==> src/rtl/sdf_texel_coverage_core_macros.svh <==
// Assertion helpers shared by the coverage core files.
`ifndef SDF_TEXEL_COVERAGE_CORE_MACROS_SVH
`define SDF_TEXEL_COVERAGE_CORE_MACROS_SVH

`ifndef SYNTH

`define SDF_ASSERT(label, prop, msg) \
	label: assert property (@(posedge clk) disable iff (!arst_n) (prop)) else $error(msg);

`define SDF_ASSERT_NEXT(label, cond, conseq, msg) \
	label: assert property (@(posedge clk) disable iff (!arst_n) (cond) |=> (conseq)) \
		else $error(msg);

`else

`define SDF_ASSERT(label, prop, msg)

`define SDF_ASSERT_NEXT(label, cond, conseq, msg)

`endif

`endif

==> src/rtl/sdf_tc_pkg.sv <==
`default_nettype none

package sdf_tc_pkg;

	localparam int FRACTION_BITS_DEF = 8;

	localparam int TEXEL_W = 8;
	localparam int SCALE_W = 16;
	localparam int BIAS_W  = 10;
	localparam int KIND_W  = 2;
	localparam int ALPHA_W = 8;
	localparam int CFG_IDX_W  = 2;
	localparam int CFG_DATA_W = 16;
	localparam int N_W = 27;

	localparam logic [CFG_IDX_W-1:0] REG_DISTANCE_SCALE = 2'd0;
	localparam logic [CFG_IDX_W-1:0] REG_WEIGHT_BIAS    = 2'd1;

	localparam logic [SCALE_W-1:0] SCALE_RESET = 16'd256;
	localparam logic [BIAS_W-1:0]  BIAS_RESET  = 10'd0;

	localparam logic [KIND_W-1:0] KIND_LEAVE = 2'd0;
	localparam logic [KIND_W-1:0] KIND_FULL  = 2'd1;
	localparam logic [KIND_W-1:0] KIND_BLEND = 2'd2;

	localparam logic signed [N_W-1:0] COVER_FULL_N = 27'sd130560;
	localparam logic signed [N_W-1:0] COVER_HALF_N = 27'sd65280;

endpackage

`default_nettype wire

==> src/rtl/sdf_tc_bilerp.sv <==
`default_nettype none

`include "sdf_texel_coverage_core_macros.svh"

module sdf_tc_bilerp
	import sdf_tc_pkg::*;
#(
	parameter int FRACTION_BITS = FRACTION_BITS_DEF
) (
	input  wire logic               clk,
	input  wire logic               arst_n,
	input  wire logic               in_valid,
	output logic                    in_ready,
	input  wire logic [TEXEL_W-1:0] tl,
	input  wire logic [TEXEL_W-1:0] tr,
	input  wire logic [TEXEL_W-1:0] bl,
	input  wire logic [TEXEL_W-1:0] br,
	input  wire logic [TEXEL_W-1:0] fx_raw,
	input  wire logic [TEXEL_W-1:0] fy_raw,
	output logic                    out_valid,
	input  wire logic               out_ready,
	output logic [TEXEL_W-1:0]      distance
);

	localparam int FB = FRACTION_BITS;
	localparam int RW = FB + 10;
	localparam int MW = RW + FB + 2;
	localparam int HW = MW - 2 * FB;
	localparam logic [MW-1:0] RND_HALF = {{(MW - 2 * FB){1'b0}}, 1'b1, {(2 * FB - 1){1'b0}}};

	logic [FB-1:0] fx;
	logic [FB-1:0] fy;
	logic signed [8:0] dx_top;
	logic signed [8:0] dx_bot;
	logic signed [RW-1:0] top_c;
	logic signed [RW-1:0] bot_c;
	logic signed [RW:0] dy_c;
	logic signed [MW-1:0] mix_c;
	logic [MW-1:0] rnd_c;
	logic [HW-1:0] hi_c;
	logic [TEXEL_W-1:0] dist_c;

	logic v1_s1, v2_s2, v3_s3;
	logic rdy1, rdy2, rdy3;
	logic signed [RW-1:0] top_s1;
	logic signed [RW-1:0] bot_s1;
	logic [FB-1:0] fy_s1;
	logic signed [MW-1:0] mix_s2;
	logic [TEXEL_W-1:0] dist_s3;

	assign rdy3 = !v3_s3 || out_ready;
	assign rdy2 = !v2_s2 || rdy3;
	assign rdy1 = !v1_s1 || rdy2;
	assign in_ready = rdy1;

	assign fx = FB'(fx_raw);
	assign fy = FB'(fy_raw);

	always_comb begin
		dx_top = $signed({1'b0, tr}) - $signed({1'b0, tl});
		dx_bot = $signed({1'b0, br}) - $signed({1'b0, bl});
		top_c = $signed({2'b00, tl, {FB{1'b0}}}) + RW'(dx_top * $signed({1'b0, fx}));
		bot_c = $signed({2'b00, bl, {FB{1'b0}}}) + RW'(dx_bot * $signed({1'b0, fx}));
	end

	always_comb begin
		dy_c = $signed({bot_s1[RW-1], bot_s1}) - $signed({top_s1[RW-1], top_s1});
		mix_c = $signed({{2{top_s1[RW-1]}}, top_s1, {FB{1'b0}}})
			+ MW'(dy_c * $signed({1'b0, fy_s1}));
	end

	always_comb begin
		rnd_c = mix_s2[MW-1] ? RND_HALF : (MW'(mix_s2) + RND_HALF);
		hi_c = rnd_c[MW-1:2*FB];
		dist_c = (hi_c > HW'(255)) ? 8'd255 : hi_c[TEXEL_W-1:0];
	end

	always_ff @(posedge clk or negedge arst_n) begin
		if (!arst_n) begin
			v1_s1 <= 1'b0;
			v2_s2 <= 1'b0;
			v3_s3 <= 1'b0;
		end else begin
			if (rdy1) v1_s1 <= in_valid;
			if (rdy2) v2_s2 <= v1_s1;
			if (rdy3) v3_s3 <= v2_s2;
		end
	end

	always_ff @(posedge clk) begin
		if (rdy1) begin
			top_s1 <= top_c;
			bot_s1 <= bot_c;
			fy_s1  <= fy;
		end
		if (rdy2) mix_s2 <= mix_c;
		if (rdy3) dist_s3 <= dist_c;
	end

	assign out_valid = v3_s3;
	assign distance = dist_s3;

	`SDF_ASSERT(a_mix_nonneg, !v2_s2 || !mix_s2[MW-1], "bilinear mix went negative")
	`SDF_ASSERT_NEXT(a_s1_hold, v1_s1 && !rdy2, v1_s1 && $stable(top_s1), "stage 1 lost on stall")
	`SDF_ASSERT_NEXT(a_s2_hold, v2_s2 && !rdy3, v2_s2 && $stable(mix_s2), "stage 2 lost on stall")

endmodule

`default_nettype wire

==> src/rtl/sdf_tc_cover_map.sv <==
`default_nettype none

`include "sdf_texel_coverage_core_macros.svh"

module sdf_tc_cover_map
	import sdf_tc_pkg::*;
(
	input  wire logic               clk,
	input  wire logic               arst_n,
	input  wire logic [SCALE_W-1:0] scale,
	input  wire logic [BIAS_W-1:0]  bias,
	input  wire logic               in_valid,
	output logic                    in_ready,
	input  wire logic [TEXEL_W-1:0] distance,
	output logic                    out_valid,
	input  wire logic               out_ready,
	output logic [KIND_W-1:0]       kind,
	output logic [ALPHA_W-1:0]      alpha
);

	logic signed [9:0] sd_c;
	logic signed [N_W-1:0] prod_c;
	logic signed [N_W-1:0] bias_c;
	logic signed [N_W-1:0] n_c;
	logic [16:0] nr_c;
	logic [KIND_W-1:0] kind_c;
	logic [ALPHA_W-1:0] alpha_c;

	logic v4_s4, v5_s5;
	logic rdy4, rdy5;
	logic signed [N_W-1:0] n_s4;
	logic [KIND_W-1:0] kind_s5;
	logic [ALPHA_W-1:0] alpha_s5;

	assign rdy5 = !v5_s5 || out_ready;
	assign rdy4 = !v4_s4 || rdy5;
	assign in_ready = rdy4;

	always_comb begin
		sd_c = $signed({1'b0, distance, 1'b0}) - 10'sd255;
		prod_c = N_W'(sd_c * $signed({1'b0, scale}));
		bias_c = (N_W'($signed(bias)) <<< 9) - (N_W'($signed(bias)) <<< 1);
		n_c = prod_c + COVER_HALF_N + bias_c;
	end

	always_comb begin
		nr_c = n_s4[16:0] + 17'd256;
		if (n_s4 <= 0) begin
			kind_c  = KIND_LEAVE;
			alpha_c = 8'd0;
		end else if (n_s4 >= COVER_FULL_N) begin
			kind_c  = KIND_FULL;
			alpha_c = 8'd255;
		end else begin
			kind_c  = KIND_BLEND;
			alpha_c = nr_c[16:9];
		end
	end

	always_ff @(posedge clk or negedge arst_n) begin
		if (!arst_n) begin
			v4_s4 <= 1'b0;
			v5_s5 <= 1'b0;
		end else begin
			if (rdy4) v4_s4 <= in_valid;
			if (rdy5) v5_s5 <= v4_s4;
		end
	end

	always_ff @(posedge clk) begin
		if (rdy4) n_s4 <= n_c;
		if (rdy5) begin
			kind_s5  <= kind_c;
			alpha_s5 <= alpha_c;
		end
	end

	assign out_valid = v5_s5;
	assign kind = kind_s5;
	assign alpha = alpha_s5;

	`SDF_ASSERT(a_leave_zero, !v5_s5 || kind_s5 != KIND_LEAVE || alpha_s5 == 8'd0, "leave with alpha")
	`SDF_ASSERT(a_full_max, !v5_s5 || kind_s5 != KIND_FULL || alpha_s5 == 8'd255, "full not opaque")
	`SDF_ASSERT_NEXT(a_s4_hold, v4_s4 && !rdy5, v4_s4 && $stable(n_s4), "stage 4 lost on stall")

endmodule

`default_nettype wire

==> src/rtl/sdf_texel_coverage_core.sv <==
`default_nettype none

// Coverage of one pixel of distance-field text. Each s_ word carries four 8-bit
// distance texels and an 8-bit x and y sample fraction; the core mixes them
// bilinearly, rounds to a distance 0..255 and maps it through distance_scale
// (unsigned Q8.8) and weight_bias (signed Q2.8) to a kind on m_tuser (leave,
// full, blend) and an alpha on m_tdata. One word per clock enters and leaves
// while m_tready is high, through five register stages (two lerp rows, column lerp,
// round and clamp, scale multiply, classify). Registers are written through
// the cfg_ port, which is always ready, and are meant to change only when idle.

module sdf_texel_coverage_core
	import sdf_tc_pkg::*;
#(
	parameter int FRACTION_BITS = FRACTION_BITS_DEF
) (
	input  wire logic                  clk,
	input  wire logic                  arst_n,
	input  wire logic                  s_tvalid,
	output logic                       s_tready,
	// texel_top_left, texel_top_right, texel_bottom_left, texel_bottom_right,
	// frac_x, frac_y; 8 bits each from bit 0 up
	input  wire logic [47:0]           s_tdata,
	output logic                       m_tvalid,
	input  wire logic                  m_tready,
	// alpha
	output logic [ALPHA_W-1:0]         m_tdata,
	// coverage_kind
	output logic [KIND_W-1:0]          m_tuser,
	input  wire logic                  cfg_valid,
	output logic                       cfg_ready,
	input  wire logic [CFG_IDX_W-1:0]  cfg_index,
	input  wire logic [CFG_DATA_W-1:0] cfg_data
);

	logic [SCALE_W-1:0] scale_q;
	logic [BIAS_W-1:0] bias_q;
	logic mid_valid;
	logic mid_ready;
	logic [TEXEL_W-1:0] mid_dist;

	assign cfg_ready = 1'b1;

	always_ff @(posedge clk or negedge arst_n) begin
		if (!arst_n) begin
			scale_q <= SCALE_RESET;
			bias_q  <= BIAS_RESET;
		end else if (cfg_valid) begin
			case (cfg_index)
				REG_DISTANCE_SCALE: scale_q <= cfg_data;
				REG_WEIGHT_BIAS:    bias_q  <= cfg_data[BIAS_W-1:0];
				default: ;
			endcase
		end
	end

	sdf_tc_bilerp #(
		.FRACTION_BITS(FRACTION_BITS)
	) u_bilerp (
		.clk      (clk),
		.arst_n   (arst_n),
		.in_valid (s_tvalid),
		.in_ready (s_tready),
		.tl       (s_tdata[7:0]),
		.tr       (s_tdata[15:8]),
		.bl       (s_tdata[23:16]),
		.br       (s_tdata[31:24]),
		.fx_raw   (s_tdata[39:32]),
		.fy_raw   (s_tdata[47:40]),
		.out_valid(mid_valid),
		.out_ready(mid_ready),
		.distance (mid_dist)
	);

	sdf_tc_cover_map u_cover_map (
		.clk      (clk),
		.arst_n   (arst_n),
		.scale    (scale_q),
		.bias     (bias_q),
		.in_valid (mid_valid),
		.in_ready (mid_ready),
		.distance (mid_dist),
		.out_valid(m_tvalid),
		.out_ready(m_tready),
		.kind     (m_tuser),
		.alpha    (m_tdata)
	);

endmodule

`default_nettype wire
==> config.mk <==
export PLATFORM = sky130hd
export DESIGN_NAME = sdf_texel_coverage_core
export DESIGN_NICKNAME = d
export VERILOG_FILES = /design/src/rtl/sdf_tc_pkg.sv /design/src/rtl/sdf_tc_bilerp.sv /design/src/rtl/sdf_tc_cover_map.sv /design/src/rtl/sdf_texel_coverage_core.sv
export VERILOG_INCLUDE_DIRS = /design/src /design/src/rtl
export SDC_FILE = /design/constraint.sdc
export NUM_CORES = 1
export LEC_CHECK = 0
export BUFFER_PORTS_ARGS = -buffer_cell sky130_fd_sc_hd__buf_2
export CAP_MARGIN = 10
export CORE_ASPECT_RATIO = 2
export CORE_MARGIN = 4
export CORE_UTILIZATION = 38
export DETAILED_ROUTE_END_ITERATION = 10
export GPL_TIMING_DRIVEN = 0
export PLACE_DENSITY_LB_ADDON = 0.2
export RECOVER_POWER = 100
export SETUP_SLACK_MARGIN = 0.15
export SLEW_MARGIN = 20
export SYNTH_ARGS = -nofsm -noshare
export SYNTH_HDL_FRONTEND = slang
export SYNTH_HIERARCHICAL = 1
export SYNTH_SLANG_ARGS = --single-unit
==> constraint.sdc <==
create_clock -name clk -period 20.2 [get_ports clk]
set_input_delay 2.02 -clock clk [delete_from_list [all_inputs] [get_ports clk]]
set_output_delay 2.02 -clock clk [all_outputs]
set_load 0.02 [all_outputs]
==> results of run 1 <==
-- worst min-delay path by stage --
stage                               from        endpoint  slack (ps)  depth (start not counted)
after floorplan           u_bilerp/v1_s1  u_bilerp/v2_s2         440                          1
after global routing      u_bilerp/v1_s1  u_bilerp/v2_s2         490                          1
after global placement    u_bilerp/v1_s1  u_bilerp/v2_s2         450                          1
after CTS                 u_bilerp/v1_s1  u_bilerp/v2_s2         470                          1
final                     u_bilerp/v1_s1  u_bilerp/v2_s2         460                          1
after detailed placement  u_bilerp/v1_s1  u_bilerp/v2_s2         460                          1
-- flip-flops by register name, indices dropped and copies added, names as in the netlist, 2 cells and up --
signal             cells
scale_q               16
u_bilerp/bot_s1       18
u_cover_map/n_s4      27
u_bilerp/distance      8
u_bilerp/top_s1       18
u_bilerp/fy_s1         8
u_bilerp/mix_s2       13
u_cover_map/alpha      8
u_cover_map/kind       2
bias_q                10
-- metal layers --
layer | vias up | global-route usage, %
li1 | 7925 | -
met1 | 8791 | 16.7
met2 | 356 | 40.9
met3 | 152 | 1.92
met4 | 0 | 11.6
met5 | - | 0
-- cell type report --
class	instances	area (um^2)	area share [%]
multi-input combinational	1735	18300	69.2
sequential	133	3840	14.6
inverter	546	2050	7.77
tap	798	998	3.79
clock buffer	19	454	1.72
timing repair buffer	89	407	1.54
buffer	68	268	1.02
clock inverter	13	93.8	0.356
-- worst reg2reg max path: stages (launching register included) --
cell	delay [ps]
edfxtp_1	350
inv_1	180
ha_1	260
nor2b_1	120
o21ai_0	240
a21oi_1	150
o21bai_1	370
nand2_1	150
a21o_1	210
a21oi_1	710
mux2_2	440
fa_1	540
inv_1	50
fa_1	520
fa_1	460
fa_1	550
inv_1	50
fa_1	500
inv_1	40
ha_1	310
o21ai_0	160
a22oi_1	360
a41oi_1	160
a211oi_1	690
o221ai_2	250
a21oi_1	280
a21oi_1	120
xnor2_1	130
-- metrics by stage --
step,hold WS (ps),setup WS (ps),area [um^2]
after CTS,470,10820,26500
after global placement,452,10410,25900
after floorplan,435,11810,24500
after detailed placement,456,10340,26000
after global routing,493,10500,26400
final,463,10920,26400
-- cells by family (layout without fill, tap and decap cells) --
kind of cell             after synthesis  after routing  synth area share [%]
AO/OA/AOI/OAI                        221            221                  6.11
buffers and inverters                614            735                  9.53
flip-flops                           133            133                  15.7
adder cells (fa/ha/maj)              704            704                  49.0
other                                  1              1                0.0153
XOR/XNOR                             120            120                  4.33
multiplexers                          50             50                  2.27
AND/OR/NAND/NOR                      639            639                  13.0
-- layout by cell type (no fill, tap or decap), types with 11 or more instances in the layout --
cell type / netlist / layout
o21bai_1: 16 / 16
dfrtp_1: 30 / 30
inv_1: 546 / 546
buf_2: 2 / 59
xnor2_1: 74 / 74
and3_1: 11 / 11
clkbuf_16: 0 / 18
xor2_1: 45 / 45
mux2_2: 44 / 42
or2_2: 12 / 12
nor2b_1: 38 / 38
a21oi_1: 84 / 86
nand3_1: 21 / 21
edfxtp_1: 102 / 102
ha_1: 281 / 281
nor2_1: 43 / 43
and2_1: 152 / 148
nor3_1: 15 / 15
fa_1: 423 / 423
nand2b_1: 39 / 39
o21ai_0: 17 / 17
a31oi_1: 11 / 11
a21o_1: 33 / 33
nand2_1: 279 / 279
clkbuf_1: 59 / 93
==> metrics.txt, run 1 <==
DRT Wirelength=64.7 mm; final non-filler cell total=3401; vias in the first global route=19.6k; Slew HR=-16.6%; Setup crit end kind=flop; Synth top area share=34.6%; warning count from the yosys run=6; Post-Syn Area=24500 um^2; Reg2Reg Setup Slack=11600 ps; clock buffer count from CTS=17; Tcrit/Tclk final=45.9%; FP Rows=131; DRT antenna net count=0; Worst setup SP type=input port; most common cell in the netlist=inv_1; WP data required=20370 ps; Hold WC Path Type=reg2reg; worst reg2reg path depth=27; TritonCTS clock tree=yes; GRT Util Overall=19.3%; root buffer cell=clkbuf_16; DR WL/cell=19.0 um; post-synthesis async set-or-reset flop share=23.3%; clk slew on worst S/H paths=60 ps; r2r endpoint=u_bilerp/mix_s2[27]; register area share after synthesis=15.7%; DR top layer=met4; Port Buffers=82; synth unique cells=73; Setup CP Type=in2reg; fin. max-slew vios=40; wl on met1=19.5 mm; Period minus WS final=9280 ps; largest delay contributor family on the critical path=adder cells; Hold-fix buffers, CTS=0; Layout area overhead=7.81%; Mean Syn Cell Area=9.85 um^2; Buf/Inv on CP=5; area leader, netlist=fa_1; Seq cells post-synth=133; Worst-Margin Slew=1750 ps; CTS Buffer Depth=2; DR pass1 iterations=5; WL met2=39.1 mm; DP Cell Count=3369; largest cells by area after synthesis=fa_1 35%, ha_1 14%, edfxtp_1 13%; setup TNS=0 ps; crit path capture=u_bilerp/top_s1[17]; DR iter-0 viols=621; vias per inst=5.06; layout filler cell count=6279; Post-synth EDFFs=102; Clock Latency Late Sink=460 ps; # IOs=84; Max Freq=108 MHz; outcome=finished with violations; Die X-Extent=187 um; Post-synth top cells=546 x inv_1, 423 x fa_1, 281 x ha_1, 279 x nand2_1, 152 x and2_1; Resize count post-CTS=0; layout cell share with drive strength beyond 1=6.15%; antenna cell count=0; postcts setup bufs=0; first-pass GRT wire length=103 mm; r2r startpoint=u_bilerp/top_s1[1]; Top cell by count, worst path=fa_1; Die H=367 um; Worst Path Max Fanout=10; met3 routed WL=1.49 mm; Setup Skew=16.8 ps; Final #Nets=3365; Max-Cap Viols=2; GPL Wtd Cong=0.922; post-layout util=41.4%; Post-Syn Nets=3257; ys flop type=edfxtp_1; Starting Density=38.4%; unrepaired setup endpoints after global routing=false; sinks on the clock net=133; failing checks=max-capacitance violations, max-slew violations; Slowest cell on crit path=a21oi_1; final global-route overflow total=0; max incr delay on CP=670 ps; Setup crit start=s_tdata[0]; Final Hold Vio Count=0; Vias=17.2k; initial antenna violation count=1; endpoints failing setup=0; CP Data Arrival Time=9440 ps; DRC Markers=0; die area=68700 um^2; area of the core=63800 um^2; htree depth=4; DP Wirelength=56.8 mm; Mapped Cells=2482; cell count along the critical path=27; maximum number of pins on one net before global-route repair=32
Power of run 1 is left out: the tool's default activity adds up to more than one toggle a clock period on the data nets, which glitch-free logic cannot reach.
==> run 2: changes to the inputs <==
--- a/config.mk
+++ b/config.mk
@@ -6,6 +6,7 @@
 export SDC_FILE = /design/constraint.sdc
 export NUM_CORES = 1
 export LEC_CHECK = 0
+export ABC_AREA = 1
 export BUFFER_PORTS_ARGS = -buffer_cell sky130_fd_sc_hd__buf_2
 export CAP_MARGIN = 10
 export CORE_ASPECT_RATIO = 2
==> constraint.sdc (replaced) <==
create_clock -name clk -period 9 [get_ports clk]
set_input_delay 0.9 -clock clk [delete_from_list [all_inputs] [get_ports clk]]
set_output_delay 0.9 -clock clk [all_outputs]
set_load 0.02 [all_outputs]
==> run 2 against run 1 <==
Net effect: the run still ends with max-capacitance violations, max-slew violations left; die area is 4.4% higher; register-to-register slack worse by 10000 ps; wire length is 12% higher; area after synthesis is 4.6% higher; critical path type is now reg2reg; largest cell class unchanged; highest routed layer is now met5.
==> metrics.txt, run 2 <==
Worst setup SP type=flop (was input port); FP Rows=134 (was 131); endpoints failing setup=0 (unchanged); htree depth=4 (unchanged); Final Hold Vio Count=0 (unchanged); Max-Cap Viols=3 (was 2); Reg2Reg Setup Slack=1420 ps (was 11600 ps); Mean Syn Cell Area=8.25 um^2 (was 9.85 um^2); Post-synth EDFFs=102 (unchanged); DR WL/cell=17.6 um (was 19.0 um); DP Cell Count=4064 (was 3369); DR pass1 iterations=6 (was 5); unrepaired setup endpoints after global routing=false (unchanged); Port Buffers=77 (was 82); Max Freq=132 MHz; Mapped Cells=3101 (was 2482); Post-Syn Nets=3876 (was 3257); Post-synth top cells=778 x inv_1, 700 x nand2_1, 423 x fa_1, 281 x ha_1, 205 x nor2_1 (was 546 x inv_1, 423 x fa_1, 281 x ha_1, 279 x nand2_1, 152 x and2_1); DRT Wirelength=72.2 mm (was 64.7 mm); TritonCTS clock tree=yes (unchanged); biggest regs=u_cover_map/n_s4 (27), u_bilerp/bot_s1 (18), u_bilerp/top_s1 (18) (unchanged); sinks on the clock net=133 (unchanged); layout filler cell count=7014 (was 6279); maximum number of pins on one net before global-route repair=32 (unchanged); warning count from the yosys run=6 (unchanged); Starting Density=38.3% (was 38.4%); postcts setup bufs=0 (unchanged); Setup CP Type=reg2reg (was in2reg); first-pass GRT wire length=112 mm (was 103 mm); Setup Skew=11.6 ps (was 16.8 ps); DRT antenna net count=0 (unchanged); vias in the first global route=21.7k (was 19.6k); final non-filler cell total=4096 (was 3401); WP data required=9200 ps (was 20370 ps); area of the core=66700 um^2 (was 63800 um^2); register area share after synthesis=15.0% (was 15.7%); most frequent cells in the layout=779 x inv_1, 703 x nand2_1, 423 x fa_1 (was 546 x inv_1, 423 x fa_1, 281 x ha_1); Final #Nets=3974 (was 3365); fin. max-slew vios=89 (was 40); clock buffer count from CTS=17 (unchanged); GRT Util Overall=20.6% (was 19.3%); Hold-fix buffers, CTS=0 (unchanged); CP Data Arrival Time=7780 ps (was 9440 ps); area leader, netlist=fa_1 (unchanged); CTS Buffer Depth=2 (unchanged); Clock Latency Late Sink=450 ps (was 460 ps); synth unique cells=51 (was 73); largest cells by area after synthesis=fa_1 33%, ha_1 14%, edfxtp_1 12% (was fa_1 35%, ha_1 14%, edfxtp_1 13%); root buffer cell=clkbuf_16 (unchanged); Setup crit end kind=flop (unchanged); Biggest register=u_cover_map/n_s4 (unchanged); GPL Wtd Cong=0.938 (was 0.922); Worst Path Max Fanout=6 (was 10); most common cell in the netlist=inv_1 (unchanged); Vias=19.7k (was 17.2k); outcome=finished with violations (unchanged); max reg flops=27 (unchanged); Post-Syn Area=25600 um^2 (was 24500 um^2); vias per inst=4.82 (was 5.06); ys flop type=edfxtp_1 (unchanged); Tcrit/Tclk final=84.2%; setup TNS=0 ps (unchanged); Die X-Extent=191 um (was 187 um); DR iter-0 viols=703 (was 621); DP Wirelength=64.9 mm (was 56.8 mm); DRC Markers=0 (unchanged); leading cell type in the layout, fill and taps excluded=inv_1 (unchanged); Synth top area share=33.1% (was 34.6%); Hold WC Path Type=reg2reg (unchanged); Resize count post-CTS=0 (unchanged); post-synthesis async set-or-reset flop share=23.3% (unchanged); final global-route overflow total=0 (unchanged); Seq cells post-synth=133 (unchanged); # IOs=84 (unchanged); Slew HR=-13.7% (was -16.6%); Worst-Margin Slew=1710 ps (was 1750 ps); antenna cell count=0 (unchanged); clk slew on worst S/H paths=80 ps (was 60 ps); Period minus WS final=7580 ps; layout cell share with drive strength beyond 1=4.61% (was 6.15%); Die H=375 um (was 367 um); die area=71800 um^2 (was 68700 um^2); failing checks=max-capacitance violations, max-slew violations (unchanged); Layout area overhead=7.73% (was 7.81%); initial antenna violation count=2 (was 1)
[run 2: critical path, cell delays in order (launching register included)]
cell      delay [ps]
edfxtp_1         360
inv_1            160
ha_1             330
a21oi_1          240
nand2_1          150
a21boi_0         320
o21ai_0          310
xnor2_1          650
inv_1            220
nand2_1          140
fa_1             400
inv_1             80
fa_1             440
fa_1             520
fa_1             550
inv_1             50
fa_1             530
inv_1             60
ha_1             310
nand2_1          100
nor2_1           260
nand4_1          140
o21ai_0          680
nand2_1          150
nand3_1          110
nand2_1           50
[run 2: cells by family (layout without fill, tap and decap cells)]
logic type	Yosys count	count (layout)	synth area share, %
compound gates	164	164	3.71
xor+xnor	81	81	2.80
fa+ha+maj	704	704	46.8
buf+inv	859	970	12.7
flops	133	133	15.0
other cells	1	1	0.0147
simple gates	1159	1159	18.9
[run 2: worst paths after layout]
check                              startpoint                  end  cells past startpoint
setup / recovery           u_bilerp/top_s1[2]  u_bilerp/mix_s2[19]                     25
hold / removal                 u_bilerp/v2_s2   u_bilerp/out_valid                      2
setup reg to reg           u_bilerp/top_s1[2]  u_bilerp/mix_s2[19]                     25
hold reg to reg                u_bilerp/v2_s2   u_bilerp/out_valid                      2
max in group asynchronous              arst_n           scale_q[9]                      1
min in group asynchronous              arst_n   u_bilerp/out_valid                      1
[run 2: metrics by stage]
stage / instance area (um^2) / hold WS [ps] / utilization, % / setup WS [ps]
after floorplan: 25600 / 423 / - / 2400
after detailed placement: 27100 / 448 / 40.6 / 1180
final: 27600 / 459 / 41.3 / 1420
after global routing: 27600 / 476 / 41.3 / 988
after CTS: 27700 / 467 / 41.5 / 1660
after global placement: 27100 / 431 / 40.6 / 1230
[run 2: layout make-up]
type                       instances  area, um^2  share of cell area, %
multi-input combinational       2109       18400                   66.9
sequential                       133        3840                   13.9
inverter                         788        2960                   10.7
tap                              884        1110                   4.01
clock buffer                      17         425                   1.54
timing repair buffer              79         362                   1.31
buffer                            71         283                   1.03
clock inverter                    15         140                  0.508
[run 2: per-layer routing]
| layer | routed length (um) | global-route usage (%) | up-vias | part of all wire (%) |
|---|---|---|---|---|
| met5 | 23 | 0 | - | 0.032 |
| met4 | 7550 | 17.1 | 4 | 10 |
| met3 | 1450 | 1.74 | 256 | 2.0 |
| met2 | 43000 | 42.7 | 435 | 60 |
| met1 | 20200 | 16.2 | 9555 | 28 |
| li1 | - | - | 9492 | - |
Power of run 2 is left out for the same reason.
==> run 3: changes to the inputs <==
--- a/config.mk
+++ b/config.mk
@@ -6,7 +6,7 @@
 export SDC_FILE = /design/constraint.sdc
 export NUM_CORES = 1
 export LEC_CHECK = 0
-export ABC_AREA = 1
+export ABC_AREA = 0
 export BUFFER_PORTS_ARGS = -buffer_cell sky130_fd_sc_hd__buf_2
 export CAP_MARGIN = 10
 export CORE_ASPECT_RATIO = 2
==> constraint.sdc (replaced) <==
create_clock -name clk -period 7.33 [get_ports clk]
set_input_delay 0.733 -clock clk [delete_from_list [all_inputs] [get_ports clk]]
set_output_delay 0.733 -clock clk [all_outputs]
set_load 0.02 [all_outputs]
==> run 3 against run 2 <==
Net effect: the run still ends with max-capacitance violations, max-slew violations left; critical path type is now in2reg; wire length down 8.9%; via count fell by 11%; final area is 0.61% higher; global-route usage is 1.1 points lower; flip-flop and latch count unchanged; setup slack worse by 1200 ps; die area shrank 4.3%; count of clock-buffer cells in the layout rose by 2; sequential share of layout area shrank 0.084 points; hold slack lost 2.9 ps; critical path depth is 1 higher; clock skew increased by 6.0 ps.
==> metrics.txt, run 3 (synthesis gave the netlist of run 1 again) <==
outcome=finished with violations (unchanged); failing checks=max-capacitance violations, max-slew violations (unchanged); DP Worst Slack=-1250 ps (was 1180 ps); Setup Skew=17.6 ps (was 11.6 ps); TritonCTS clock tree=yes (unchanged); fin. max-slew vios=40 (was 89); die area=68700 um^2 (was 71800 um^2); endpoints failing setup=0 (unchanged); antenna cell count=0 (unchanged); Biggest register=u_cover_map/n_s4 (unchanged); Clock Latency Late Sink=460 ps (was 450 ps); met2 Use GR=41.3% (was 42.7%); DRT antenna net count=0 (unchanged); max reg flops=27 (unchanged); first-pass GRT wire length=104 mm (was 112 mm); GRT Util Overall=19.5% (was 20.6%); # IOs=84 (unchanged); Die X-Extent=187 um (was 191 um); CTS Buffer Depth=2 (unchanged); DR iter-0 viols=664 (was 703); Setup crit end kind=flop (unchanged); area of the core=63800 um^2 (was 66700 um^2); Max-Cap Viols=2 (was 3); met3 GRT Util=1.94% (was 1.74%); Layout area overhead=13.4% (was 7.73%); Worst setup SP type=input port (was flop); unrepaired setup endpoints after global routing=true (was false); Slew HR=-17.3% (was -13.7%); Worst-Margin Slew=1760 ps (was 1710 ps); sinks on the clock net=133 (unchanged); Period minus WS final=7070 ps; WP data required=7500 ps (was 9200 ps); clock buffer count from CTS=17 (unchanged); final non-filler cell total=3475 (was 4096); Final #Nets=3439 (was 3974); DRC Markers=0 (unchanged); most frequent cells in the layout=527 x inv_1, 420 x fa_1, 263 x nand2_1, 263 x ha_1, 148 x and2_1 (was 779 x inv_1, 703 x nand2_1, 423 x fa_1); root buffer cell=clkbuf_16 (unchanged); hold depth=1 (was 2); DR WL/cell=18.9 um (was 17.6 um); maximum number of pins on one net before global-route repair=32 (unchanged); Die H=367 um (was 375 um); biggest regs=u_cover_map/n_s4 (27), u_bilerp/bot_s1 (18), u_bilerp/top_s1 (18) (unchanged); Tcrit/Tclk final=96.4%; worst reg2reg path depth=28 (was 25); layout cell share with drive strength beyond 1=13.3% (was 4.61%); htree depth=4 (unchanged); Most Crowded Layer GR=met2 (unchanged); GPL Wtd Cong=0.922 (was 0.938); final global-route overflow total=0 (unchanged); Port Buffers=82 (was 77); initial antenna violation count=2 (unchanged); leading cell type in the layout, fill and taps excluded=inv_1 (unchanged); Starting Density=38.4% (was 38.3%); met1 GRT Util=16.8% (was 16.2%); Final Hold Vio Count=0 (unchanged); layout filler cell count=6164 (was 7014); Vias=17.5k (was 19.7k); Setup CP Type=in2reg (was reg2reg); DRT Wirelength=65.8 mm (was 72.2 mm); CP Data Arrival Time=7240 ps (was 7780 ps); Worst Path Max Fanout=4 (was 6); vias in the first global route=19.9k (was 21.7k); Hold WC Path Type=in2reg (was reg2reg); DR pass1 iterations=5 (was 6); DP Cell Count=3369 (was 4064); clk slew on worst S/H paths=60 ps (was 80 ps); Max Freq=142 MHz; post-route worst setup slack=265 ps (was 1420 ps); vias per inst=5.04 (was 4.82); DP Wirelength=56.8 mm (was 64.9 mm); Hold-fix buffers, CTS=0 (unchanged); FP Rows=131 (was 134)
run 3: cell count changes in the layout (fill, tap and decap cells not counted), moves of 41 or more:
cell     before  now
inv_1       779  527
and2_1        0  148
nor2_1      208   36
mux2_2        0   41
nand2_1     703  263
buf_4         3   65
nand3_1     149   21
run 3: path summary, 6_finish.rpt:
kind	to	slack, ps	start
worst max register to register	u_bilerp/mix_s2[27]	270	u_bilerp/bot_s1[1]
worst min register to register	u_bilerp/v2_s2	460	u_bilerp/v1_s1
min in group asynchronous	scale_q[10]	740	arst_n
max in group asynchronous	scale_q[12]	5570	arst_n
worst max-delay path	u_bilerp/top_s1[16]	260	s_tdata[0]
worst min-delay path	u_bilerp/fy_s1[0]	460	s_tdata[40]
run 3: layout make-up:
class	count	area (um^2)	area share, %
multi-input cells	1735	19000	68.5
flip-flops and latches	133	3840	13.8
inverters	546	2060	7.41
repair buffers	163	1020	3.66
well taps	798	998	3.60
clock buffers	19	454	1.64
plain buffers	68	270	0.975
clock inverters	13	93.8	0.338
run 3: layer usage:
layer | up-vias | routed length (um)
li1 | 8065 | -
met1 | 8932 | 19800
met2 | 358 | 39500
met3 | 166 | 1510
met4 | 0 | 5010
met5 | - | 0
run 3: stage by stage:
stage	setup TNS, ps	utilization, %	hold slack (ps)	cell area [um^2]
floorplan	0	-	435	24500
global route	0	43.5	438	27700
finish	0	43.5	457	27700
CTS	0	42.6	332	27100
detailed placement	-10920	40.7	456	26000
global placement	-22900	40.6	452	25900
run 3: timing repair:
action,in CTS,in global routing
buffers inserted,34,40
resized for setup,70,93
setup endpoints to repair,20,19
pin swaps,49,99
run 3: critical path, cell delays in order:
cell	delay [ps]
buf_2	120
ha_1	180
inv_1	70
fa_1	400
nand2_1	70
nand2_1	50
a21oi_1	220
o21bai_1	120
a21oi_2	200
o21bai_1	150
a21oi_4	190
nand2_2	130
fa_1	590
inv_1	60
fa_1	520
fa_1	440
fa_1	570
fa_1	420
ha_1	340
inv_1	50
o21bai_1	180
a21oi_2	120
o21ai_0	460
a221o_1	240
a21oi_1	80
xnor2_1	500
Power of run 3 is left out for the same reason.
